<file path="config.mk">
export PLATFORM = sky130hd
export DESIGN_NAME = encoder_pi_motor_speed_loop_flat
export DESIGN_NICKNAME = d
export VERILOG_FILES = /design/src/hdl/pims_pkg.sv /design/src/hdl/pims_item_if.sv /design/src/hdl/pims_result_if.sv /design/src/hdl/pims_state.sv /design/src/hdl/pims_mult.sv /design/src/hdl/pims_drive.sv /design/src/hdl/encoder_pi_motor_speed_loop.sv /design/src/flat_wrapper.sv
export VERILOG_INCLUDE_DIRS = /design/src /design/src/hdl
export SDC_FILE = /design/constraint.sdc
export NUM_CORES = 1
export LEC_CHECK = 0
export BUFFER_PORTS_ARGS = -buffer_cell sky130_fd_sc_hd__buf_2
export CAP_MARGIN = 20
export CORE_MARGIN = 8
export CORE_UTILIZATION = 30
export DETAILED_ROUTE_END_ITERATION = 6
export GPL_TIMING_DRIVEN = 0
export REMOVE_ABC_BUFFERS = 1
export SLEW_MARGIN = 0
export SYNTH_ARGS = -nofsm -noshare
export SYNTH_HDL_FRONTEND = slang
export SYNTH_SLANG_ARGS = --single-unit
</file>
<file path="constraint.sdc">
create_clock -name i_clk -period 11.75 [get_ports i_clk]
set_clock_uncertainty 0.05 [all_clocks]
set_input_delay 1.7625 -clock i_clk [delete_from_list [all_inputs] [get_ports i_clk]]
set_output_delay 1.7625 -clock i_clk [all_outputs]
set_load 0.01 [all_outputs]
</file>
<file path="src/hdl/assert_macros.svh">
// Assertion macros shared by the speed loop modules.
`ifndef ASSERT_MACROS_SVH
`define ASSERT_MACROS_SVH

// Checks that the consequent holds in the same cycle as the antecedent.
`define PIMS_ASSERT_SAME(lbl, ante, cons, msg) \
    lbl: assert property (@(posedge i_clk) disable iff (!i_rst_n) (ante) |-> (cons)) \
        else $error(msg);

// Checks that the consequent holds in the cycle after the antecedent.
`define PIMS_ASSERT_NEXT(lbl, ante, cons, msg) \
    lbl: assert property (@(posedge i_clk) disable iff (!i_rst_n) (ante) |=> (cons)) \
        else $error(msg);

`endif

</file>
<file path="src/hdl/pims_pkg.sv">
// Package with the widths, codes and stage types of the PI motor speed loop.
package pims_pkg;

    // Field and datapath widths.
    localparam int CMD_W      = 2;
    localparam int ARG_W      = 8;
    localparam int COUNT_W    = 16;
    localparam int ERR_W      = 17;
    localparam int INTEG_W    = 18;
    localparam int ACC_W      = 19;
    localparam int GAIN_W     = 8;
    localparam int IMAX_W     = 17;
    localparam int PROD_W     = 27;
    localparam int DRIVE_W    = 28;
    localparam int DUTY_W     = 10;
    localparam int CFG_IDX_W  = 2;
    localparam int CFG_DATA_W = 18;

    // The duty field can never exceed this, whatever the parameter says.
    localparam int DUTY_HW_MAX = 1023;

    // Saturation limits of the encoder count.
    localparam logic [COUNT_W-1:0] COUNT_MIN = {1'b1, {(COUNT_W-1){1'b0}}};
    localparam logic [COUNT_W-1:0] COUNT_MAX = {1'b0, {(COUNT_W-1){1'b1}}};

    // Reset values of the configuration registers.
    localparam logic [GAIN_W-1:0]  PROP_GAIN_RST = 8'd1;
    localparam logic [GAIN_W-1:0]  INT_GAIN_RST  = 8'd0;
    localparam logic [INTEG_W-1:0] INTEG_MIN_RST = 18'h30000;
    localparam logic [IMAX_W-1:0]  INTEG_MAX_RST = 17'h0FFFF;

    // Input commands.
    typedef enum logic [CMD_W-1:0] {
        CMD_EDGE   = 2'd0,
        CMD_TICK   = 2'd1,
        CMD_TARGET = 2'd2,
        CMD_BRAKE  = 2'd3
    } t_cmd;

    // Configuration register indexes.
    typedef enum logic [CFG_IDX_W-1:0] {
        CFG_PROP_GAIN = 2'd0,
        CFG_INT_GAIN  = 2'd1,
        CFG_INTEG_MIN = 2'd2,
        CFG_INTEG_MAX = 2'd3
    } t_cfg_idx;

    // What the output stage does with the duty and pin registers.
    typedef enum logic [1:0] {
        OP_HOLD  = 2'd0,
        OP_RUN   = 2'd1,
        OP_BRAKE = 2'd2
    } t_op;

    // Configuration register set.
    typedef struct packed {
        logic [GAIN_W-1:0]         prop_gain;
        logic [GAIN_W-1:0]         int_gain;
        logic signed [INTEG_W-1:0] integral_min;
        logic [IMAX_W-1:0]         integral_max;
    } t_cfg;

    // Control that travels with an item down the pipeline.
    typedef struct packed {
        t_op                       op;
        logic signed [COUNT_W-1:0] measured_ticks;
        logic                      brake_on;
    } t_ctl;

    // Item after the state update: speed error and clamped integral.
    typedef struct packed {
        t_ctl                      ctl;
        logic signed [ERR_W-1:0]   err;
        logic signed [INTEG_W-1:0] integ;
    } t_s2;

    // Item after the multipliers: proportional and integral terms.
    typedef struct packed {
        t_ctl                     ctl;
        logic signed [PROD_W-1:0] p_term;
        logic signed [PROD_W-1:0] i_term;
    } t_s3;

endpackage

</file>
<file path="src/hdl/pims_item_if.sv">
// Input channel interface: one command item per transfer.
interface pims_item_if;
    logic                              valid;
    logic                              ready;
    logic [pims_pkg::CMD_W-1:0]        cmd;
    logic                              channel_b;
    logic signed [pims_pkg::ARG_W-1:0] arg;

    modport source (output valid, cmd, channel_b, arg, input ready);
    modport sink (input valid, cmd, channel_b, arg, output ready);
endinterface

</file>
<file path="src/hdl/pims_result_if.sv">
// Output channel interface: one motor drive result per transfer.
interface pims_result_if;
    logic                                valid;
    logic                                ready;
    logic [pims_pkg::DUTY_W-1:0]         pwm_duty;
    logic                                dir_pin_a;
    logic                                dir_pin_b;
    logic signed [pims_pkg::COUNT_W-1:0] measured_ticks;
    logic                                brake_on;

    modport source (output valid, pwm_duty, dir_pin_a, dir_pin_b, measured_ticks, brake_on,
                    input ready);
    modport sink (input valid, pwm_duty, dir_pin_a, dir_pin_b, measured_ticks, brake_on,
                  output ready);
endinterface

</file>
<file path="src/hdl/pims_state.sv">
// Input register and loop state update: encoder count, target, brake and integral.
`include "assert_macros.svh"

module pims_state (
    input  logic                              i_clk,
    input  logic                              i_rst_n,
    input  pims_pkg::t_cfg                    i_cfg,
    input  logic                              i_valid,
    output logic                              o_ready,
    input  logic [pims_pkg::CMD_W-1:0]        i_cmd,
    input  logic                              i_channel_b,
    input  logic signed [pims_pkg::ARG_W-1:0] i_arg,
    output logic                              o_valid,
    input  logic                              i_ready,
    output pims_pkg::t_s2                     o_s2
);

    logic                                       r_s1_valid;
    pims_pkg::t_cmd                             r_s1_cmd;
    logic                                       r_s1_chb;
    logic signed [pims_pkg::ARG_W-1:0]          r_s1_arg;

    logic signed [pims_pkg::COUNT_W-1:0]        r_edge_count;
    logic signed [pims_pkg::COUNT_W-1:0]        r_latched;
    logic signed [pims_pkg::INTEG_W-1:0]        r_integral;
    logic signed [pims_pkg::ARG_W-1:0]          r_target;
    logic                                       r_brake;
    logic                                       r_s2_valid;
    pims_pkg::t_s2                              r_s2;

    logic signed [pims_pkg::COUNT_W-1:0]        n_edge_count;
    logic signed [pims_pkg::COUNT_W-1:0]        n_latched;
    logic signed [pims_pkg::INTEG_W-1:0]        n_integral;
    logic signed [pims_pkg::ARG_W-1:0]          n_target;
    logic                                       n_brake;
    pims_pkg::t_s2                              n_s2;

    logic                                       s2_ready;
    logic                                       adv;
    logic signed [pims_pkg::ERR_W-1:0]          err;
    logic signed [pims_pkg::ACC_W-1:0]          acc;
    logic signed [pims_pkg::ACC_W-1:0]          acc_lo;
    logic signed [pims_pkg::ACC_W-1:0]          lim_lo;
    logic signed [pims_pkg::ACC_W-1:0]          lim_hi;
    logic signed [pims_pkg::ACC_W-1:0]          clamped;

    // Handshake between the input register and the state stage.
    assign s2_ready = !r_s2_valid || i_ready;
    assign o_ready  = !r_s1_valid || s2_ready;
    assign adv      = r_s1_valid && s2_ready;
    assign o_valid  = r_s2_valid;
    assign o_s2     = r_s2;

    // Input register.
    always_ff @(posedge i_clk) begin
        if (!i_rst_n) begin
            r_s1_valid <= 1'b0;
        end else if (o_ready) begin
            r_s1_valid <= i_valid;
        end
        if (o_ready && i_valid) begin
            r_s1_cmd <= pims_pkg::t_cmd'(i_cmd);
            r_s1_chb <= i_channel_b;
            r_s1_arg <= i_arg;
        end
    end

    // Speed error and the integral with its clamps, lower clamp first.
    always_comb begin
        err = {{(pims_pkg::ERR_W-pims_pkg::ARG_W){r_target[pims_pkg::ARG_W-1]}}, r_target}
            - {{(pims_pkg::ERR_W-pims_pkg::COUNT_W){r_edge_count[pims_pkg::COUNT_W-1]}},
               r_edge_count};
        acc = {{(pims_pkg::ACC_W-pims_pkg::INTEG_W){r_integral[pims_pkg::INTEG_W-1]}},
               r_integral}
            + {{(pims_pkg::ACC_W-pims_pkg::ERR_W){err[pims_pkg::ERR_W-1]}}, err};
        lim_lo = {{(pims_pkg::ACC_W-pims_pkg::INTEG_W){i_cfg.integral_min[pims_pkg::INTEG_W-1]}},
                  i_cfg.integral_min};
        lim_hi = {{(pims_pkg::ACC_W-pims_pkg::IMAX_W){1'b0}}, i_cfg.integral_max};
        acc_lo  = (acc < lim_lo) ? lim_lo : acc;
        clamped = (acc_lo > lim_hi) ? lim_hi : acc_lo;
    end

    // Command decode and next state.
    always_comb begin
        n_edge_count = r_edge_count;
        n_latched    = r_latched;
        n_integral   = r_integral;
        n_target     = r_target;
        n_brake      = r_brake;
        n_s2.ctl.op  = pims_pkg::OP_HOLD;
        unique case (r_s1_cmd)
            pims_pkg::CMD_EDGE: begin
                if (r_s1_chb) begin
                    if (r_edge_count != pims_pkg::COUNT_MIN) begin
                        n_edge_count = r_edge_count - pims_pkg::COUNT_W'(1);
                    end
                end else if (r_edge_count != pims_pkg::COUNT_MAX) begin
                    n_edge_count = r_edge_count + pims_pkg::COUNT_W'(1);
                end
            end
            pims_pkg::CMD_TICK: begin
                n_latched    = r_edge_count;
                n_edge_count = '0;
                if (r_brake) begin
                    n_integral  = '0;
                    n_s2.ctl.op = pims_pkg::OP_BRAKE;
                end else begin
                    n_integral  = clamped[pims_pkg::INTEG_W-1:0];
                    n_s2.ctl.op = pims_pkg::OP_RUN;
                end
            end
            pims_pkg::CMD_TARGET: begin
                n_target = r_s1_arg;
            end
            pims_pkg::CMD_BRAKE: begin
                n_brake = r_s1_arg[0];
                if (r_s1_arg[0]) begin
                    n_integral  = '0;
                    n_s2.ctl.op = pims_pkg::OP_BRAKE;
                end
            end
            default: begin
            end
        endcase
        n_s2.ctl.measured_ticks = n_latched;
        n_s2.ctl.brake_on       = n_brake;
        n_s2.err                = err;
        n_s2.integ              = n_integral;
    end

    // Loop state and the state stage register.
    always_ff @(posedge i_clk) begin
        if (!i_rst_n) begin
            r_edge_count <= '0;
            r_latched    <= '0;
            r_integral   <= '0;
            r_target     <= '0;
            r_brake      <= 1'b0;
            r_s2_valid   <= 1'b0;
        end else begin
            if (adv) begin
                r_edge_count <= n_edge_count;
                r_latched    <= n_latched;
                r_integral   <= n_integral;
                r_target     <= n_target;
                r_brake      <= n_brake;
            end
            if (s2_ready) begin
                r_s2_valid <= r_s1_valid;
            end
        end
        if (adv) begin
            r_s2 <= n_s2;
        end
    end

    // A control tick always leaves the encoder count cleared.
    `PIMS_ASSERT_NEXT(a_tick_clears_count, adv && r_s1_cmd == pims_pkg::CMD_TICK, r_edge_count == '0, "count not cleared by tick")
    // While the brake is on, the integral stays cleared.
    `PIMS_ASSERT_SAME(a_brake_integral, r_brake, r_integral == '0, "integral nonzero under brake")
    // A braking item in flight implies a cleared integral.
    `PIMS_ASSERT_SAME(a_brake_op_integral, r_s2_valid && r_s2.ctl.op == pims_pkg::OP_BRAKE, r_integral == '0, "brake op with nonzero integral")

endmodule

</file>
<file path="src/hdl/pims_mult.sv">
// Multiplier stage: proportional and integral terms of the drive.
module pims_mult (
    input  logic          i_clk,
    input  logic          i_rst_n,
    input  pims_pkg::t_cfg i_cfg,
    input  logic          i_valid,
    output logic          o_ready,
    input  pims_pkg::t_s2 i_s2,
    output logic          o_valid,
    input  logic          i_ready,
    output pims_pkg::t_s3 o_s3
);

    logic                                  r_valid;
    pims_pkg::t_s3                         r_s3;
    pims_pkg::t_s3                         n_s3;
    logic signed [pims_pkg::PROD_W-1:0]    kp_x;
    logic signed [pims_pkg::PROD_W-1:0]    ki_x;
    logic signed [pims_pkg::PROD_W-1:0]    err_x;
    logic signed [pims_pkg::PROD_W-1:0]    integ_x;

    assign o_ready = !r_valid || i_ready;
    assign o_valid = r_valid;
    assign o_s3    = r_s3;

    // Gains are unsigned; both products fit the term width.
    always_comb begin
        kp_x    = {{(pims_pkg::PROD_W-pims_pkg::GAIN_W){1'b0}}, i_cfg.prop_gain};
        ki_x    = {{(pims_pkg::PROD_W-pims_pkg::GAIN_W){1'b0}}, i_cfg.int_gain};
        err_x   = {{(pims_pkg::PROD_W-pims_pkg::ERR_W){i_s2.err[pims_pkg::ERR_W-1]}}, i_s2.err};
        integ_x = {{(pims_pkg::PROD_W-pims_pkg::INTEG_W){i_s2.integ[pims_pkg::INTEG_W-1]}},
                   i_s2.integ};
        n_s3.ctl    = i_s2.ctl;
        n_s3.p_term = kp_x * err_x;
        n_s3.i_term = ki_x * integ_x;
    end

    // Term register.
    always_ff @(posedge i_clk) begin
        if (!i_rst_n) begin
            r_valid <= 1'b0;
        end else if (o_ready) begin
            r_valid <= i_valid;
        end
        if (o_ready && i_valid) begin
            r_s3 <= n_s3;
        end
    end

endmodule

</file>
<file path="src/hdl/pims_drive.sv">
// Output stage: drive sum, direction and duty limit, and the result register.
`include "assert_macros.svh"

module pims_drive #(
    parameter int DUTY_MAX = 1023
) (
    input  logic                                i_clk,
    input  logic                                i_rst_n,
    input  logic                                i_valid,
    output logic                                o_ready,
    input  pims_pkg::t_s3                       i_s3,
    output logic                                o_valid,
    input  logic                                i_ready,
    output logic [pims_pkg::DUTY_W-1:0]         o_pwm_duty,
    output logic                                o_dir_pin_a,
    output logic                                o_dir_pin_b,
    output logic signed [pims_pkg::COUNT_W-1:0] o_measured_ticks,
    output logic                                o_brake_on
);

    localparam int DutyLimit = (DUTY_MAX < pims_pkg::DUTY_HW_MAX) ? DUTY_MAX
                                                                  : pims_pkg::DUTY_HW_MAX;

    logic                                 r_out_valid;
    logic [pims_pkg::DUTY_W-1:0]          r_duty;
    logic [1:0]                           r_pins;
    logic signed [pims_pkg::COUNT_W-1:0]  r_out_ticks;
    logic                                 r_out_brake;
    logic [pims_pkg::DUTY_W-1:0]          n_duty;
    logic [1:0]                           n_pins;

    logic                                 adv;
    logic signed [pims_pkg::DRIVE_W-1:0]  drive;
    logic [pims_pkg::DRIVE_W-1:0]         mag;
    logic                                 dir;
    logic [pims_pkg::DUTY_W-1:0]          duty_sat;

    assign o_ready = !r_out_valid || i_ready;
    assign adv     = o_ready && i_valid;

    // Drive sum, its sign and its limited magnitude.
    always_comb begin
        drive = {i_s3.p_term[pims_pkg::PROD_W-1], i_s3.p_term}
              + {i_s3.i_term[pims_pkg::PROD_W-1], i_s3.i_term};
        dir   = !drive[pims_pkg::DRIVE_W-1] && (drive != '0);
        mag   = drive[pims_pkg::DRIVE_W-1] ? unsigned'(-drive) : unsigned'(drive);
        duty_sat = (mag > pims_pkg::DRIVE_W'(DutyLimit)) ? pims_pkg::DUTY_W'(DutyLimit)
                                                          : mag[pims_pkg::DUTY_W-1:0];
    end

    // Duty and pin update; in run, pin b follows the direction and pin a its inverse; brake sets both.
    always_comb begin
        n_duty = r_duty;
        n_pins = r_pins;
        case (i_s3.ctl.op)
            pims_pkg::OP_RUN: begin
                n_duty = duty_sat;
                n_pins = {dir, !dir};
            end
            pims_pkg::OP_BRAKE: begin
                n_duty = '0;
                n_pins = 2'b11;
            end
            default: begin
            end
        endcase
    end

    // Drive state and result register.
    always_ff @(posedge i_clk) begin
        if (!i_rst_n) begin
            r_out_valid <= 1'b0;
            r_duty      <= '0;
            r_pins      <= 2'b00;
        end else begin
            if (o_ready) begin
                r_out_valid <= i_valid;
            end
            if (adv) begin
                r_duty <= n_duty;
                r_pins <= n_pins;
            end
        end
        if (adv) begin
            r_out_ticks <= i_s3.ctl.measured_ticks;
            r_out_brake <= i_s3.ctl.brake_on;
        end
    end

    assign o_valid          = r_out_valid;
    assign o_pwm_duty       = r_duty;
    assign o_dir_pin_a      = r_pins[0];
    assign o_dir_pin_b      = r_pins[1];
    assign o_measured_ticks = r_out_ticks;
    assign o_brake_on       = r_out_brake;

    // A result with the brake on shows zero duty and both pins high.
    `PIMS_ASSERT_SAME(a_brake_outputs, r_out_valid && r_out_brake, r_duty == '0 && r_pins == 2'b11, "brake result not zero duty with pins high")
    // Both pins low only before the first tick, when the duty is still zero.
    `PIMS_ASSERT_SAME(a_idle_pins_duty, r_pins == 2'b00, r_duty == '0, "duty set while pins idle")
    // The duty register never passes its limit.
    `PIMS_ASSERT_SAME(a_duty_limit, 1'b1, r_duty <= pims_pkg::DUTY_W'(DutyLimit), "duty above limit")

endmodule

</file>
<file path="src/hdl/encoder_pi_motor_speed_loop.sv">
// Top level of the encoder-fed PI motor speed loop with its configuration registers.
//
// Use: commands arrive on i_item (encoder edge with channel B level, control tick,
// set target, set brake), one per transfer. Every command yields exactly one result
// transfer on o_result: PWM duty, both H-bridge direction pins, the count latched at
// the last tick and the brake flag, all as they stand after that command.
// Configuration registers (gains and integral clamps) are written through i_cfg_we,
// i_cfg_idx and i_cfg_data (indexes 0 to 3 select them); the user must write them
// only while the loop is idle, as the block does not enforce it. Commands pass the
// input register, state update stage, multiplier stage and result register in that order.
// Throughput: one command per cycle while o_result is ready; the state update of one
// command sits in a single stage, so the next command sees it without any wait.
// Reset: synchronous and active low; the count, integral, target, brake, duty and
// pins clear, and the registers take their defaults (proportional gain 1,
// integral gain 0, clamps -65536 and 65535).
// Stall: when o_result is not ready the stages fill one by one, so up to four
// commands are taken before i_item.ready drops; no result is lost or repeated.
module encoder_pi_motor_speed_loop #(
    parameter int DUTY_MAX = 1023
) (
    input  logic                                   i_clk,
    input  logic                                   i_rst_n,
    pims_item_if.sink                              i_item,
    pims_result_if.source                          o_result,
    input  logic                                   i_cfg_we,
    input  logic [pims_pkg::CFG_IDX_W-1:0]         i_cfg_idx,
    input  logic [pims_pkg::CFG_DATA_W-1:0]        i_cfg_data
);

    pims_pkg::t_cfg r_cfg;
    logic           s2_valid;
    logic           s2_ready;
    pims_pkg::t_s2  s2;
    logic           s3_valid;
    logic           s3_ready;
    pims_pkg::t_s3  s3;

    // Configuration register writes.
    always_ff @(posedge i_clk) begin
        if (!i_rst_n) begin
            r_cfg.prop_gain    <= pims_pkg::PROP_GAIN_RST;
            r_cfg.int_gain     <= pims_pkg::INT_GAIN_RST;
            r_cfg.integral_min <= pims_pkg::INTEG_MIN_RST;
            r_cfg.integral_max <= pims_pkg::INTEG_MAX_RST;
        end else if (i_cfg_we) begin
            unique case (pims_pkg::t_cfg_idx'(i_cfg_idx))
                pims_pkg::CFG_PROP_GAIN: r_cfg.prop_gain <= i_cfg_data[pims_pkg::GAIN_W-1:0];
                pims_pkg::CFG_INT_GAIN:  r_cfg.int_gain  <= i_cfg_data[pims_pkg::GAIN_W-1:0];
                pims_pkg::CFG_INTEG_MIN: r_cfg.integral_min <= i_cfg_data;
                pims_pkg::CFG_INTEG_MAX: begin
                    r_cfg.integral_max <= i_cfg_data[pims_pkg::IMAX_W-1:0];
                end
                default: begin
                end
            endcase
        end
    end

    // Input register and state update.
    pims_state u_state (
        .i_clk       (i_clk),
        .i_rst_n     (i_rst_n),
        .i_cfg       (r_cfg),
        .i_valid     (i_item.valid),
        .o_ready     (i_item.ready),
        .i_cmd       (i_item.cmd),
        .i_channel_b (i_item.channel_b),
        .i_arg       (i_item.arg),
        .o_valid     (s2_valid),
        .i_ready     (s2_ready),
        .o_s2        (s2)
    );

    // Proportional and integral products.
    pims_mult u_mult (
        .i_clk   (i_clk),
        .i_rst_n (i_rst_n),
        .i_cfg   (r_cfg),
        .i_valid (s2_valid),
        .o_ready (s2_ready),
        .i_s2    (s2),
        .o_valid (s3_valid),
        .i_ready (s3_ready),
        .o_s3    (s3)
    );

    // Drive, duty and pins, and the result register.
    pims_drive #(
        .DUTY_MAX (DUTY_MAX)
    ) u_drive (
        .i_clk            (i_clk),
        .i_rst_n          (i_rst_n),
        .i_valid          (s3_valid),
        .o_ready          (s3_ready),
        .i_s3             (s3),
        .o_valid          (o_result.valid),
        .i_ready          (o_result.ready),
        .o_pwm_duty       (o_result.pwm_duty),
        .o_dir_pin_a      (o_result.dir_pin_a),
        .o_dir_pin_b      (o_result.dir_pin_b),
        .o_measured_ticks (o_result.measured_ticks),
        .o_brake_on       (o_result.brake_on)
    );

endmodule
</file>
<file path="src/flat_wrapper.sv">
// flat-port wrapper written by rule: the top's interface ports become plain ports
module encoder_pi_motor_speed_loop_flat 
#(
    parameter int DUTY_MAX = 1023
)
  (i_clk, i_rst_n, i_cfg_we, i_cfg_idx, i_cfg_data, i_item_valid, i_item_cmd, i_item_channel_b, i_item_arg, i_item_ready, o_result_valid, o_result_pwm_duty, o_result_dir_pin_a, o_result_dir_pin_b, o_result_measured_ticks, o_result_brake_on, o_result_ready);
  pims_item_if i_item_i ();
  pims_result_if o_result_i ();
  input  logic i_clk;
  input  logic i_rst_n;
  input  logic i_cfg_we;
  input  logic [pims_pkg::CFG_IDX_W-1:0] i_cfg_idx;
  input  logic [pims_pkg::CFG_DATA_W-1:0] i_cfg_data;
  input wire logic [$bits(i_item_i.valid)-1:0] i_item_valid;
  input wire logic [$bits(i_item_i.cmd)-1:0] i_item_cmd;
  input wire logic [$bits(i_item_i.channel_b)-1:0] i_item_channel_b;
  input wire logic [$bits(i_item_i.arg)-1:0] i_item_arg;
  output wire logic [$bits(i_item_i.ready)-1:0] i_item_ready;
  output wire logic [$bits(o_result_i.valid)-1:0] o_result_valid;
  output wire logic [$bits(o_result_i.pwm_duty)-1:0] o_result_pwm_duty;
  output wire logic [$bits(o_result_i.dir_pin_a)-1:0] o_result_dir_pin_a;
  output wire logic [$bits(o_result_i.dir_pin_b)-1:0] o_result_dir_pin_b;
  output wire logic [$bits(o_result_i.measured_ticks)-1:0] o_result_measured_ticks;
  output wire logic [$bits(o_result_i.brake_on)-1:0] o_result_brake_on;
  input wire logic [$bits(o_result_i.ready)-1:0] o_result_ready;
  assign i_item_i.valid = i_item_valid;
  assign i_item_i.cmd = i_item_cmd;
  assign i_item_i.channel_b = i_item_channel_b;
  assign i_item_i.arg = i_item_arg;
  assign i_item_ready = i_item_i.ready;
  assign o_result_valid = o_result_i.valid;
  assign o_result_pwm_duty = o_result_i.pwm_duty;
  assign o_result_dir_pin_a = o_result_i.dir_pin_a;
  assign o_result_dir_pin_b = o_result_i.dir_pin_b;
  assign o_result_measured_ticks = o_result_i.measured_ticks;
  assign o_result_brake_on = o_result_i.brake_on;
  assign o_result_i.ready = o_result_ready;
  encoder_pi_motor_speed_loop #(.DUTY_MAX(DUTY_MAX)) u_core (.i_clk(i_clk), .i_rst_n(i_rst_n), .i_item(i_item_i), .o_result(o_result_i), .i_cfg_we(i_cfg_we), .i_cfg_idx(i_cfg_idx), .i_cfg_data(i_cfg_data));
endmodule
</file>
# After elaboration in Yosys (flattened, before gate mapping)
# Cells that the tools add are included.
# Widths: inputs -> output; s select.
dict set report op_classes {
  addsub 6
  n_mul 2
  order_cmp 3
  eq_ne 12
  n_mux 18
  reduce_logical 27
}
# op count
set ops {}
lappend ops {{$mux 16} 4}
lappend ops {{$mux 18} 3}
lappend ops {{$pmux 18 s2} 1}
lappend ops {{$pmux 16 s2} 1}
lappend ops {{$add 26x27->28} 1}
lappend ops {{$gt 28x10->1 const B} 1}
lappend ops {{$mux 28} 1}
lappend ops {{$neg 28->28} 1}
lappend ops {{$reduce_bool 28->1} 1}
lappend ops {{$mul 9x18->27} 1}
lappend ops {{$mul 9x17->26} 1}
lappend ops {{$pmux 10 s2} 1}
lappend ops {{$add 18x17->19} 1}
lappend ops {{$gt 19x18->1} 1}
lappend ops {{$lt 19x18->1} 1}
lappend ops {{$mux 19} 1}
lappend ops {{$sub 8x16->17} 1}
lappend ops {{$add 16x2->16 const B} 1}
lappend ops {{$ne 16x15->1 const B} 1}
lappend ops {{$ne 16x16->1 const B} 1}
lappend ops {{$sub 16x2->16 const B} 1}
lappend ops {{$reduce_and 2->1} 6}
lappend ops {{$eq 2x2->1 const B} 5}
lappend ops {{$mux 10} 1}
lappend ops {{11 further kinds} 30}
dict set report word_totals {
  ff_bits 280
  in_bits 36
  out_inout_bits 31
}

# Longest topological paths before layout
# Gate-level depths: netlist of run 1.
dict set report logic_depth {
  depth_word 8
  mapped_depth 44
  mapped_depth_nobuf 41
}

# Hierarchy
# A second synthesis of run 1 with hierarchy kept.
dict set report hier_totals {
  cells_unflattened 2722
  area_unflattened_um2 25938.6
}
# module instances cells_per_inst area_per_inst_um2 seq_area_each_um2
set by_module_without_submodules {}
lappend by_module_without_submodules {pims_mult 1 1272 12301.8 2182.1}
lappend by_module_without_submodules {pims_state 1 819 8179.1 3173.0}
lappend by_module_without_submodules {pims_drive 1 419 3448.3 770.7}
lappend by_module_without_submodules {encoder_pi_motor_speed_loop 1 212 2009.4 1021.0}

# Least setup slack after synthesis of run 1
# OpenSTA, ideal clock, no wires.
dict set report synth_path {
  path_kind {reg2reg}
  start {register u_core.u_state.r_edge_count[0] (netlist name)}
  end {register u_core.u_state.r_s2, in the netlist u_core.u_state.o_s2[9] (data pin)}
  setup_ns 0.267
  arrival_ns 8.485
  required_time_ns 11.433
  slack_ns 2.947
  path_stages_with_launch 43
  path_buffers 4
  path_cell_list {dfxtp_1 -> ha_1 -> fa_1 -> nor2b_1 -> o21ai_0 -> a21boi_0 -> o21ai_0 -> a21boi_0 -> o21ai_0 -> a21boi_0 -> o21a_1 -> o21ai_0 -> a2111oi_0 -> o21ai_0 -> o31a_1 -> ha_1 -> a21o_1 -> a21o_1 -> [7 not listed] -> a22oi_1 -> clkbuf_1 -> clkbuf_1 -> mux2_2 -> ha_1 -> nor2b_1 -> o21a_1 -> o21a_1 -> o21a_1 -> o21a_1 -> o211ai_1 -> a21oi_1 -> nor2_1 -> o31ai_1 -> buf_1 -> clkbuf_1 -> mux2i_1 -> o21ai_0}
}
dict set report synth_between {
  elab_chain_len 8
}
# item line
set synth_lines {}
lappend synth_lines {{start: declaration} pims_state.sv:23} ;# logic signed [pims_pkg::COUNT_W-1:0] r_edge_count;
lappend synth_lines {{start signal: assignment} pims_state.sv:142} ;# r_edge_count <= n_edge_count;
lappend synth_lines {{$sub 8x16->17 *} pims_state.sv:71} ;# - {{(pims_pkg::ERR_W-pims_pkg::COUNT_W){r_edge_count[pims_pkg::COUNT_W-1]}},
lappend synth_lines {{via u_core.u_state.err (one bit)} pims_state.sv:40} ;# logic signed [pims_pkg::ERR_W-1:0] err;
lappend synth_lines {{$add 18x17->19 *} pims_state.sv:75} ;# + {{(pims_pkg::ACC_W-pims_pkg::ERR_W){err[pims_pkg::ERR_W-1]}}, err};
lappend synth_lines {{$lt 19x18->1} pims_state.sv:79} ;# acc_lo = (acc < lim_lo) ? lim_lo : acc;
lappend synth_lines {{$mux 19 *} pims_state.sv:79}
lappend synth_lines {{$gt 19x18->1} pims_state.sv:80} ;# clamped = (acc_lo > lim_hi) ? lim_hi : acc_lo;
lappend synth_lines {{$mux 18 *} pims_state.sv:80}
lappend synth_lines {{$mux 18 *} pims_state.sv:104} ;# if (r_brake) begin
lappend synth_lines {{$pmux 18 s2 *} pims_state.sv:91} ;# unique case (r_s1_cmd)
lappend synth_lines {{via u_core.u_state.n_integral (one bit)} pims_state.sv:33} ;# logic signed [pims_pkg::INTEG_W-1:0] n_integral;
lappend synth_lines {{end signal: assignment} pims_state.sv:153} ;# r_s2 <= n_s2;
lappend synth_lines {{end: declaration} pims_state.sv:29} ;# pims_pkg::t_s2 r_s2;
# Mark *: on every way through the listed nets, which the timed path passes. The rest lies on a longest branch.
# A chain may end at the register's enable or synchronous reset.

# Worst setup path in the final report of run 1
dict set report layout_path {
  start {register u_core.u_state.r_edge_count[0] (netlist name)}
  end {register u_core.u_state.r_s2, in the netlist u_core.u_state.o_s2[7] (data pin)}
}
# The elaborated chain is that of the path after synthesis.

==> results by group, run 1 <==
Floorplanning
  – Count of standard-cell rows: 106
  – Die width: 306 µm
  – Overall die height: 306 µm
  – Area inside the core boundary: 83,400 µm²
  – Starting density of the core: 0.302
  – Top-Level Pins: 67
  – Die area: 93,400 µm²

Synthesis
  – Number of enable flip-flop cells after synthesis: 154
  – Dominant synthesized flop cell: sky130_fd_sc_hd__edfxtp_1
  – Top-area cell type share of the netlist area: 0.184
  – Part of the Yosys area used for sequential elements: 0.284
  – Register bit total from synthesis: 280
  – Synth area leader: sky130_fd_sc_hd__edfxtp_1
  – Fraction of registers with async set/reset: 0
  – Number of library cell types mapped by synthesis: 76
  – Xor/xnor cell area share of the yosys netlist: 0.0358
  – Warnings, synthesis: 0
  – Mux cell area share after synthesis: 0.0315
  – Synth Area in Adders: 0.289
  – Post-Syn Instances: 2,670
  – Area fraction in and, or, nand and nor cells after synthesis: 0.164
  – Post-synthesis compound-gate area fraction: 0.126
  – Average instance area after synthesis: 9.43 µm²
  – Main combinational cell family by area after synthesis: adder cells
  – Area of the mapped netlist: 25,200 µm²
  – Cells taking the most area after synthesis: sky130_fd_sc_hd__edfxtp_1, sky130_fd_sc_hd__fa_1, sky130_fd_sc_hd__ha_1

STA
  – Setup repair after global routing missed its margin: false
  – Final number of hold-violating endpoints: 0
  – Max transition margin: 0.235
  – Peak Freq: 97.8 MHz
  – Pins Over Slew Limit: 0
  – Final worst path period share: 0.870
  – Setup violators final: 0
  – Slew at the pin closest to its max-slew limit: 1.14 ns
  – Post-layout minimum cycle time: 10.22 ns

Min path
  – Worst hold path depth: 0
  – Class of the most critical hold timing path: reg -> reg
  – Critical hold path startpoint: u_core.u_state.o_s2[47]
  – Worst hold path endpoint: u_core.u_mult.o_s3[66]

Clock network
  – Buffers from clock root to sink, at most: 3
  – CTS tree: yes
  – Number of instances resized during post-cts repair: 0
  – Clock latency of the later-clocked register in the worst-skew pair: 0.61 ns
  – Postcts setup bufs: 0
  – Root buf cell: sky130_fd_sc_hd__clkbuf_16
  – Cts hold-fix bufs: 0
  – Number of H-tree branching levels: 1
  – TritonCTS buffer count: 31
  – Clock sinks: 280
  – Clock-pin slew on the worst setup and hold paths: 0.07 ns

Route
  – DRC violation count after routing: 0
  – Drt first-iter violations: 933
  – Overall via count from detail_route: 18,000
  – Average wire per standard cell: 15.2 µm
  – Number of nets with antenna violations after routing: 0
  – Detailed-route vias per instance: 4.74
  – Total wire length after detailed routing: 58.0 mm
  – Total iterations of the first detailed-routing run: 5

Placement
  – Total instance count after detailed placement: 3,742
  – HPWL Detailed: 45.7 mm
  – Count of input and output buffers: 66
  – Routability congestion estimate from global placement: 0.828

Setup path
  – Critical R2R Capture: u_core.u_state.o_s2[7]
  – CP max FO: 12
  – Endpoint type of the worst setup path: register
  – Worst path max stage delay: 0.68 ns
  – Arrival time of the worst setup path: 10.43 ns
  – Setup crit start kind: register
  – Worst flop-to-flop path startpoint: u_core.u_state.r_edge_count[0]
  – Slack of the worst reg-to-reg path: 1.53 ns
  – Library cell contributing the largest single delay on the critical path: sky130_fd_sc_hd__o31ai_4
  – Critical path required time: 11.95 ns
  – R2r worst-path depth: 38
  – WS Path Type: reg -> reg
  – Top cell by count, worst path: sky130_fd_sc_hd__o21ai_0

Layout
  – Net count reported at finish: 3,179
  – Final instance count without filler cells: 3,803
  – Synth-to-Final Area Change: 10.7%
  – FF+latch area: 7150 µm²
  – Layout cell share with drive strength beyond 1: 0.0735
  – Total area of multi-input combinational cells: 16,300 µm²
  – Most common cell after layout, fill and taps aside: sky130_fd_sc_hd__inv_1
  – Highest-count cells in the layout ignoring fill and taps: sky130_fd_sc_hd__inv_1, sky130_fd_sc_hd__nand2_1, sky130_fd_sc_hd__fa_1
  – Total of fill cells in the finished design: 8,502
  – End-of-flow core utilization: 0.334

GRT
  – Pin count of the biggest net entering global routing: 77
  – Global-route wire length before repair: 95.9 mm
  – GRT Total Usage: 0.123
  – Number of global-route vias before repair: 17,900
  – Overflow left after global routing: 0
  – Initial antenna violation count: 2

Power and ir drop
  – Max VDD drop: 0.121 mV
  – Power Density: 121 nW/µm²
  – Leakage: 12.5 nW

Run status
  – Result of the run: finished, final reports clean

Run
  – Max-Cap Viols: 0
==> state kept, by name, indices dropped and copies added, names as in the netlist, 10 cells and up <==
name and flops:
u_core.u_state.r_integral 18, u_core.r_cfg 51, u_core.u_state.r_latched 16, u_core.u_state.r_edge_count 16, u_core.u_mult.o_s3 72, u_core.u_state.o_s2 54
u_core.u_drive.o_measured_ticks 16, u_core.u_drive.o_pwm_duty 10
==> through the flow <==
step	hold WS, ns	setup TNS [ns]	total power [mW]	area [µm²]	setup WS, ns
after CTS	0.368	0	3.41	27900	1.55
final	0.368	0	3.38	27900	1.53
after global placement	0.351	-46.71	2.35	26500	-1.75
after detailed placement	0.355	0	2.38	26800	1.65
after floorplan	0.350	0	2.04	24900	1.70
after global routing	0.367	0	3.60	27900	0.702
==> cells in the mapped netlist (11+ instances only) <==
master,instances
sky130_fd_sc_hd__or3_1,12
sky130_fd_sc_hd__clkbuf_1,75
sky130_fd_sc_hd__dfxtp_1,126
sky130_fd_sc_hd__o31ai_1,11
sky130_fd_sc_hd__nor2b_1,60
sky130_fd_sc_hd__and3_1,27
sky130_fd_sc_hd__a21oi_1,100
sky130_fd_sc_hd__nand4_1,12
sky130_fd_sc_hd__a21boi_0,47
sky130_fd_sc_hd__fa_1,226
sky130_fd_sc_hd__mux2_2,33
sky130_fd_sc_hd__o211ai_1,26
sky130_fd_sc_hd__inv_1,381
sky130_fd_sc_hd__nor3_1,37
sky130_fd_sc_hd__and2_1,187
sky130_fd_sc_hd__o21a_1,15
sky130_fd_sc_hd__a22oi_1,17
sky130_fd_sc_hd__mux2i_1,42
sky130_fd_sc_hd__a31oi_1,17
sky130_fd_sc_hd__o21ai_0,110
sky130_fd_sc_hd__ha_1,220
sky130_fd_sc_hd__edfxtp_1,154
sky130_fd_sc_hd__or2_2,12
sky130_fd_sc_hd__nand2_1,301
sky130_fd_sc_hd__a21o_1,46
sky130_fd_sc_hd__nor2_1,91
sky130_fd_sc_hd__o21bai_1,14
sky130_fd_sc_hd__nand3_1,36
sky130_fd_sc_hd__xnor2_1,76
sky130_fd_sc_hd__xor2_1,27
==> routing by layer <==
layer  part of all wire  GRT usage  wire length, µm
met1               0.47      0.167            27200
met2               0.47      0.209            27000
met3              0.045     0.0178             2640
met4              0.020     0.0246             1170
met5                  0          0                0
==> cells by family after synthesis <==
group | Yosys count
AO/OA/AOI/OAI | 481
XOR/XNOR | 103
adder cells (fa/ha/maj) | 446
buffers and inverters | 465
flip-flops | 280
multiplexers | 75
AND/OR/NAND/NOR | 820
==> critical path, delay by kind of cell (launching register included) <==
family,cells,cell delay [ns]
DFF,1,0.43
and+or+nand+nor,5,0.84
buffers and inverters,3,0.55
adders and majority gates,5,1.71
muxes,2,0.65
AOI/OAI and AO/OA,23,5.62
==> worst max-delay path by stage <==
stage	cells after the start	endpoint	slack (ns)	from
floorplan	38	u_core.u_state.o_s2[13]	1.70	u_core.u_state.r_edge_count[0]
global placement	37	u_core.u_state.o_s2[9]	-1.75	u_core.u_state.r_edge_count[0]
detailed placement	38	u_core.u_state.o_s2[9]	1.65	u_core.u_state.r_edge_count[0]
CTS	38	u_core.u_state.o_s2[9]	1.55	u_core.u_state.r_edge_count[0]
global route	38	u_core.u_state.o_s2[12]	0.70	u_core.u_state.r_edge_count[0]
finish	38	u_core.u_state.o_s2[7]	1.53	u_core.u_state.r_edge_count[0]
==> report_power, final <==
group          switching (mW)  total [mW]  internal, mW
logic                   0.689        1.18         0.493
registers              0.0685        1.18          1.11
clock network           0.428        1.02         0.592
total                    1.19        3.38          2.19
==> layout make-up <==
class	instances	share of cell area
tap	1080	0.0485
clock buffer	38	0.0321
inverter	381	0.0514
antenna	1	0.0000898
clock inverter	20	0.00678
timing repair buffer	78	0.0190
multi-input combinational	1925	0.586
sequential	280	0.256
(Power assumes the default switching activity.)
==> run 2, diff against run 1 <==
Settings changed: CORE_UTILIZATION 30 to 62, PLACE_DENSITY from default to 0.79, SYNTH_HIERARCHICAL from default to 1.
==> results by group, run 2 <==
Route
  – Total iterations of the first detailed-routing run: 5 (unchanged)
  – Routed metal-1 wirelength: 24.9 mm (was 27.2 mm)
  – Detailed-route vias per instance: 5.80 (was 4.74)
  – Overall via count from detail_route: 19,200 (was 18,000)
  – Top Layer Used: met4 (unchanged)
  – Drt first-iter violations: 975 (was 933)
  – Routed met2 length: 29.0 mm (was 27.0 mm)
  – Number of nets with antenna violations after routing: 0 (unchanged)
  – Average wire per standard cell: 17.7 µm (was 15.2 µm)
  – DRC violation count after routing: 0 (unchanged)
  – Met3 Wirelength: 2.46 mm (was 2.64 mm)
  – Total wire length after detailed routing: 58.4 mm (was 58.0 mm)

Power and ir drop
  – Power Density: 128 nW/µm² (was 121 nW/µm²)
  – Leakage: 12.9 nW (was 12.5 nW)
  – Max VDD drop: 0.171 mV (was 0.121 mV)

Synthesis
  – Post-Syn Instances: 2,722 (was 2,670)
  – Number of library cell types mapped by synthesis: 103 (was 76)
  – Dominant synthesized flop cell: sky130_fd_sc_hd__edfxtp_1 (unchanged)
  – Warnings, synthesis: 6 (was 0)
  – Synth area leader: sky130_fd_sc_hd__edfxtp_1 (unchanged)
  – Top-area cell type share of the netlist area: 0.178 (was 0.184)
  – Part of the Yosys area used for sequential elements: 0.276 (was 0.284)
  – Fraction of registers with async set/reset: 0 (unchanged)
  – Cells taking the most area after synthesis: sky130_fd_sc_hd__edfxtp_1, sky130_fd_sc_hd__fa_1, sky130_fd_sc_hd__ha_1 (unchanged)
  – Most frequent cells after synthesis: sky130_fd_sc_hd__inv_1, sky130_fd_sc_hd__nand2_1, sky130_fd_sc_hd__fa_1 (unchanged)
  – Number of enable flip-flop cells after synthesis: 154 (unchanged)
  – Register bit total from synthesis: 280 (unchanged)
  – Area of the mapped netlist: 25,900 µm² (was 25,200 µm²)
  – Library cell with the highest instance count after synthesis: sky130_fd_sc_hd__inv_1 (unchanged)
  – Average instance area after synthesis: 9.53 µm² (was 9.43 µm²)

STA
  – Setup repair after global routing missed its margin: false (unchanged)
  – Setup violators final: 0 (unchanged)
  – Post-layout minimum cycle time: 10.15 ns (was 10.22 ns)
  – Final number of hold-violating endpoints: 0 (unchanged)
  – Setup total negative slack: 0 ns (unchanged)
  – Final worst path period share: 0.864 (was 0.870)
  – Pins Over Slew Limit: 0 (unchanged)
  – Peak Freq: 98.5 MHz (was 97.8 MHz)
  – Max transition margin: 0.330 (was 0.235)
  – Slew at the pin closest to its max-slew limit: 0.986 ns (was 1.14 ns)

Layout
  – Layout cell share with drive strength beyond 1: 0.0759 (was 0.0735)
  – Total of fill cells in the finished design: 3,291 (was 8,502)
  – Total area of multi-input combinational cells: 16,800 µm² (was 16,300 µm²)
  – FF+latch area: 7150 µm² (unchanged)
  – End-of-flow core utilization: 0.665 (was 0.334)
  – Number of flip-flops under the largest register name: 72 (unchanged)
  – Diode count: 0 (was 1)
  – Synth-to-Final Area Change: 6.75% (was 10.7%)
  – Final instance count without filler cells: 3,305 (was 3,803)
  – Net count reported at finish: 3,223 (was 3,179)
  – Most common cell after layout, fill and taps aside: sky130_fd_sc_hd__inv_1 (unchanged)
  – Highest-count cells in the layout ignoring fill and taps: sky130_fd_sc_hd__inv_1, sky130_fd_sc_hd__nand2_1, sky130_fd_sc_hd__fa_1 (unchanged)

Clock network
  – Clock-pin slew on the worst setup and hold paths: 0.07 ns (about the same)
  – Number of H-tree branching levels: 1 (unchanged)
  – Root buf cell: sky130_fd_sc_hd__clkbuf_16 (unchanged)
  – Clock sinks: 280 (unchanged)
  – TritonCTS buffer count: 30 (was 31)
  – Cts hold-fix bufs: 0 (unchanged)
  – Clock latency of the later-clocked register in the worst-skew pair: 0.61 ns (about the same)
  – Postcts setup bufs: 0 (unchanged)
  – CTS tree: yes (unchanged)
  – Buffers from clock root to sink, at most: 3 (unchanged)
  – Number of instances resized during post-cts repair: 0 (unchanged)

GRT
  – Number of global-route vias before repair: 19,900 (was 17,900)
  – Global-route wire length before repair: 96.8 mm (was 95.9 mm)
  – Overflow left after global routing: 0 (unchanged)
  – Initial antenna violation count: 0 (was 2)
  – GRT Total Usage: 0.244 (was 0.123)
  – Pin count of the biggest net entering global routing: 99 (was 77)

Floorplanning
  – Overall die height: 221 µm (was 306 µm)
  – Area inside the core boundary: 41,700 µm² (was 83,400 µm²)
  – Top-Level Pins: 67 (unchanged)
  – Count of standard-cell rows: 75 (was 106)
  – Starting density of the core: 0.623 (was 0.302)
  – Die width: 221 µm (was 306 µm)
  – Die area: 48,600 µm² (was 93,400 µm²)

Placement
  – Total instance count after detailed placement: 3,249 (was 3,742)
  – Count of input and output buffers: 66 (unchanged)
  – Routability congestion estimate from global placement: 0.986 (was 0.828)
  – HPWL Detailed: 45.8 mm (was 45.7 mm)

Setup path
  – Critical path required time: 12.06 ns (was 11.95 ns)
  – CP max FO: 28 (was 12)
  – Endpoint type of the worst setup path: register (unchanged)
  – Library cell contributing the largest single delay on the critical path: sky130_fd_sc_hd__o21ba_2 (was sky130_fd_sc_hd__o31ai_4)
  – Arrival time of the worst setup path: 10.46 ns (was 10.43 ns)
  – WS Path Type: reg -> reg (unchanged)
  – Worst path max stage delay: 0.74 ns (was 0.68 ns)
  – Setup crit start kind: register (unchanged)

Run status
  – Result of the run: finished, final reports clean (unchanged)

Min path
  – Class of the most critical hold timing path: reg -> reg (unchanged)

Run
  – Max-Cap Viols: 0 (unchanged)
[run 2: changes by cell type after synthesis, sizes merged, moves of 13 or more]
cell    delta
a21boi    -37
mux2i     +36
clkbuf    -23
buf       +19
inv       +48
nor3      -15
xor2      +13
a21oi     +14
and3      -16
nand4     +19
and2      -19
o211ai    +14
[run 2: metal layers]
layer | GRT usage | vias to the layer above
met2 | 0.435 | 489
met3 | 0.0332 | 105
li1 | - | 9228
met4 | 0.0876 | 0
met1 | 0.299 | 9350
met5 | 0 | -
[run 2: logic make-up (layout without fill, tap and decap cells)]
| kind of cell | Yosys count | in the layout | share of synthesized area |
|---|---|---|---|
| adder cells (fa/ha/maj) | 445 | 445 | 0.280 |
| AO/OA/AOI/OAI | 484 | 484 | 0.129 |
| flip-flops | 280 | 280 | 0.276 |
| XOR/XNOR | 119 | 119 | 0.0402 |
| multiplexers | 111 | 111 | 0.0444 |
| AND/OR/NAND/NOR | 770 | 770 | 0.152 |
| buffers and inverters | 513 | 557 | 0.0794 |
[run 2: path summary, 6_finish.rpt]
path | cells after the start | startpoint | slack, ns | end
max | 33 | u_core/u_state/r_edge_count[1] | 1.60 | u_core/u_state/o_s2[14]
max reg2reg | 33 | u_core/u_state/r_edge_count[1] | 1.60 | u_core/u_state/o_s2[14]
min reg2reg | 0 | u_core/u_state/o_s2[38] | 0.37 | u_core/u_mult/o_s3[57]
min | 0 | u_core/u_state/o_s2[38] | 0.37 | u_core/u_mult/o_s3[57]
[run 2: power breakdown]
group,switching [mW],leakage (nW),internal (mW)
clock network,0.412,0.497,0.557
logic,0.821,9.91,0.555
registers,0.0717,2.47,1.12
total,1.31,12.9,2.23
[run 2: cell type report]
cell class              instances  share of cell area
flip-flops and latches        280               0.258
clock inverters                15             0.00574
clock buffers                  41              0.0319
multi-input cells            1929               0.605
repair buffers                 72              0.0166
inverters                     429              0.0582
well taps                     539              0.0244
[run 2: worst max-delay path, delay by kind of cell, from the launching register on]
family,cells,cell delay [ns]
mux,2,0.86
simple gates,7,1.44
compound gates,18,5.30
xor+xnor,1,0.23
fa+ha+maj,4,1.36
buf+inv,1,0.09
flops,1,0.57
[run 2: stage by stage]
| stage | setup WS, ns | cell area [µm²] | power [mW] | hold slack (ns) |
|---|---|---|---|---|
| after floorplan | 3.61 | 25500 | 2.21 | 0.350 |
| after CTS | 1.81 | 27700 | 3.54 | 0.370 |
| after global routing | 1.07 | 27700 | 3.75 | 0.378 |
| final | 1.60 | 27700 | 3.53 | 0.368 |
| after global placement | 2.21 | 26500 | 2.51 | 0.356 |
| after detailed placement | 1.89 | 26600 | 2.56 | 0.355 |
==> run 3, diff against run 2 <==
Settings changed: ABC_AREA from default to 1, CAP_MARGIN 20 to default.
==> results by group, run 3 <==
Setup path
  – Worst flop-to-flop path startpoint: u_core/u_state/r_edge_count[1] (unchanged)
  – Slack of the worst reg-to-reg path: 3.80 ns (was 1.60 ns)
  – Critical path endpoint: u_core/u_state/o_s2[17] (was u_core/u_state/o_s2[14])
  – WS Path Type: reg -> reg (unchanged)
  – R2r worst-path depth: 42 (was 33)
  – Setup crit start kind: register (unchanged)
  – CP max FO: 36 (was 28)
  – Critical R2R Capture: u_core/u_state/o_s2[17] (was u_core/u_state/o_s2[14])
  – Critical path required time: 11.93 ns (was 12.06 ns)
  – Top cell by count, worst path: sky130_fd_sc_hd__nand2_1
  – Arrival time of the worst setup path: 8.13 ns (was 10.46 ns)
  – Beginning of the critical path: u_core/u_state/r_edge_count[1] (unchanged)
  – Library cell contributing the largest single delay on the critical path: sky130_fd_sc_hd__dfxtp_1 (was sky130_fd_sc_hd__o21ba_2)
  – Worst path max stage delay: 0.63 ns (was 0.74 ns)
  – Endpoint type of the worst setup path: register (unchanged)

Synthesis
  – Area of the mapped netlist: 28,900 µm² (was 25,900 µm²)
  – Warnings, synthesis: 6 (unchanged)
  – Number of enable flip-flop cells after synthesis: 154 (unchanged)
  – Average instance area after synthesis: 7.14 µm² (was 9.53 µm²)
  – Register bit total from synthesis: 280 (unchanged)
  – Synth area leader: sky130_fd_sc_hd__edfxtp_1 (unchanged)
  – Fraction of registers with async set/reset: 0 (unchanged)
  – Top-area cell type share of the netlist area: 0.160 (was 0.178)
  – Library cell with the highest instance count after synthesis: sky130_fd_sc_hd__nand2_1 (was sky130_fd_sc_hd__inv_1)
  – Post-Syn Instances: 4,046 (was 2,722)
  – Most frequent cells after synthesis: sky130_fd_sc_hd__nand2_1, sky130_fd_sc_hd__inv_1, sky130_fd_sc_hd__nor2_1 (was sky130_fd_sc_hd__inv_1, sky130_fd_sc_hd__nand2_1, sky130_fd_sc_hd__fa_1)
  – Part of the Yosys area used for sequential elements: 0.248 (was 0.276)
  – Number of library cell types mapped by synthesis: 53 (was 103)
  – Dominant synthesized flop cell: sky130_fd_sc_hd__edfxtp_1 (unchanged)
  – Cells taking the most area after synthesis: sky130_fd_sc_hd__edfxtp_1, sky130_fd_sc_hd__fa_1, sky130_fd_sc_hd__nand2_1 (was sky130_fd_sc_hd__edfxtp_1, sky130_fd_sc_hd__fa_1, sky130_fd_sc_hd__ha_1)

STA
  – Setup repair after global routing missed its margin: false (unchanged)
  – Final number of hold-violating endpoints: 0 (unchanged)
  – Pins Over Slew Limit: 0 (unchanged)
  – Final worst path period share: 0.676 (was 0.864)
  – Peak Freq: 126 MHz (was 98.5 MHz)
  – Post-layout minimum cycle time: 7.95 ns (was 10.15 ns)
  – Setup violators final: 0 (unchanged)
  – Slew at the pin closest to its max-slew limit: 1.25 ns (was 0.986 ns)
  – Max transition margin: 0.164 (was 0.330)
  – Setup total negative slack: 0 ns (unchanged)

Route
  – Average wire per standard cell: 14.2 µm (was 17.7 µm)
  – Number of nets with antenna violations after routing: 0 (unchanged)
  – Overall via count from detail_route: 24,100 (was 19,200)
  – Detailed-route vias per instance: 5.17 (was 5.80)
  – DRC violation count after routing: 0 (unchanged)
  – Drt first-iter violations: 1,557 (was 975)
  – Total iterations of the first detailed-routing run: 5 (unchanged)
  – Total wire length after detailed routing: 66.1 mm (was 58.4 mm)

Floorplanning
  – Area inside the core boundary: 46,300 µm² (was 41,700 µm²)
  – Count of standard-cell rows: 79 (was 75)
  – Top-Level Pins: 67 (unchanged)
  – Die area: 53,700 µm² (was 48,600 µm²)
  – Overall die height: 232 µm (was 221 µm)
  – Starting density of the core: 0.624 (was 0.623)
  – Die width: 232 µm (was 221 µm)

Clock network
  – Cts hold-fix bufs: 0 (unchanged)
  – CTS tree: yes (unchanged)
  – TritonCTS buffer count: 30 (unchanged)
  – Buffers from clock root to sink, at most: 3 (unchanged)
  – Number of instances resized during post-cts repair: 0 (unchanged)
  – Clock latency of the later-clocked register in the worst-skew pair: 0.58 ns (was 0.61 ns)
  – Root buf cell: sky130_fd_sc_hd__clkbuf_16 (unchanged)
  – Clock sinks: 280 (unchanged)
  – Number of H-tree branching levels: 1 (unchanged)
  – Postcts setup bufs: 0 (unchanged)
  – Clock-pin slew on the worst setup and hold paths: 0.07 ns (about the same)

Layout
  – Diode count: 0 (unchanged)
  – Final instance count without filler cells: 4,666 (was 3,305)
  – Net count reported at finish: 4,516 (was 3,223)
  – Number of flip-flops under the largest register name: 72 (unchanged)
  – Synth-to-Final Area Change: 5.86% (was 6.75%)
  – Highest-count cells in the layout ignoring fill and taps: sky130_fd_sc_hd__nand2_1, sky130_fd_sc_hd__inv_1, sky130_fd_sc_hd__nor2_1 (was sky130_fd_sc_hd__inv_1, sky130_fd_sc_hd__nand2_1, sky130_fd_sc_hd__fa_1)
  – Most common cell after layout, fill and taps aside: sky130_fd_sc_hd__nand2_1 (was sky130_fd_sc_hd__inv_1)
  – Layout cell share with drive strength beyond 1: 0.0714 (was 0.0759)

Placement
  – Total instance count after detailed placement: 4,610 (was 3,249)
  – HPWL Detailed: 52.7 mm (was 45.8 mm)
  – Count of input and output buffers: 66 (unchanged)
  – Routability congestion estimate from global placement: 0.979 (was 0.986)

Power and ir drop
  – Power Density: 140 nW/µm² (was 128 nW/µm²)
  – Leakage: 17.3 nW (was 12.9 nW)
  – Max VDD drop: 0.213 mV (was 0.171 mV)

GRT
  – GRT Total Usage: 0.249 (was 0.244)
  – Met1 Usage GRT: 0.314 (was 0.299)
  – Initial antenna violation count: 0 (unchanged)
  – Overflow left after global routing: 0 (unchanged)
  – Most used routing layer: met2 (unchanged)
  – Global-route wire length before repair: 112 mm (was 96.8 mm)
  – Pin count of the biggest net entering global routing: 78 (was 99)
  – Met3 usage: 0.0238 (was 0.0332)
  – Fraction of met2 tracks used by global routing: 0.447 (was 0.435)
  – Number of global-route vias before repair: 23,700 (was 19,900)

Run status
  – Result of the run: finished, final reports clean (unchanged)

Min path
  – Class of the most critical hold timing path: reg -> reg (unchanged)

Run
  – Max-Cap Viols: 0 (unchanged)
-- run 3: changes by cell type in the layout (fill, tap and decap cells not counted), sizes merged, moves of 18 or more --
| cell | change |
|---|---|
| o211ai | -38 |
| nand3 | +220 |
| mux2i | -78 |
| nor2 | +232 |
| xnor2 | -61 |
| mux2 | -33 |
| inv | +516 |
| and2 | -164 |
| nor2b | -52 |
| nand2b | -18 |
| a21o | -41 |
| nand2 | +964 |
| o21ai | -33 |
| a21oi | +45 |
-- run 3: layout make-up --
type / instances / area, µm²
repair buffers: 71 / 428
clock inverters: 18 / 201
inverters: 950 / 3570
multi-input cells: 2702 / 17700
flip-flops and latches: 280 / 7150
fillers: 4124 / 15700
well taps: 607 / 759
clock buffers: 38 / 791
-- run 3: through the flow --
stage | hold WS, ns | setup slack [ns] | cell area (µm²) | utilization | power [mW]
final | 0.369 | 3.80 | 30600 | 0.661 | 4.29
after global routing | 0.377 | 3.20 | 30600 | 0.661 | 4.67
after CTS | 0.370 | 3.89 | 30600 | 0.661 | 4.30
after detailed placement | 0.356 | 3.98 | 29600 | 0.639 | 3.33
after global placement | 0.353 | 4.03 | 29400 | 0.637 | 3.29
after floorplan | 0.350 | 5.62 | 28400 | - | 2.82
-- run 3: worst max-delay path, delay by kind of cell (launching register included) --
| family | cells | cell delay [ns] |
|---|---|---|
| xor+xnor | 1 | 0.33 |
| fa+ha+maj | 4 | 1.27 |
| flops | 1 | 0.63 |
| buf+inv | 5 | 0.36 |
| compound gates | 10 | 2.30 |
| simple gates | 22 | 2.60 |
-- run 3: logic make-up after synthesis --
kind of cell,share of synthesized area
AND/OR/NAND/NOR,0.282
buffers and inverters,0.141
adder cells (fa/ha/maj),0.252
AO/OA/AOI/OAI,0.0589
flip-flops,0.248
XOR/XNOR,0.0185
-- run 3: worst min path at each step --
stage                     slack (ns)                                 end  cells after the start                    start
final                           0.37  u_core/u_drive/o_measured_ticks[4]                      0   u_core/u_mult/o_s3[59]
after global routing            0.38  u_core/u_drive/o_measured_ticks[6]                      0   u_core/u_mult/o_s3[61]
after CTS                       0.37  u_core/u_drive/o_measured_ticks[3]                      0   u_core/u_mult/o_s3[58]
after detailed placement        0.36              u_core/u_mult/o_s3[66]                      0  u_core/u_state/o_s2[47]
after global placement          0.35  u_core/u_drive/o_measured_ticks[3]                      0   u_core/u_mult/o_s3[58]
after floorplan                 0.35           u_core/u_drive/o_brake_on                      0   u_core/u_mult/o_s3[54]
-- run 3: power by group --
part | leakage, nW | internal (mW) | total (mW) | switching (mW)
combinational | 14.4 | 0.712 | 2.11 | 1.40
sequential | 2.48 | 1.14 | 1.23 | 0.0888
clock | 0.469 | 0.547 | 0.951 | 0.405
total | 17.3 | 2.40 | 4.29 | 1.89
-- run 3: routing by layer --
metal / part of all wire / wire (µm) / vias up
met1: 0.44 / 28900 / 11200
li1: - / - / 12200
met2: 0.49 / 32500 / 515
met4: 0.029 / 1940 / 0
met3: 0.041 / 2680 / 125
met5: 0 / 0 / -
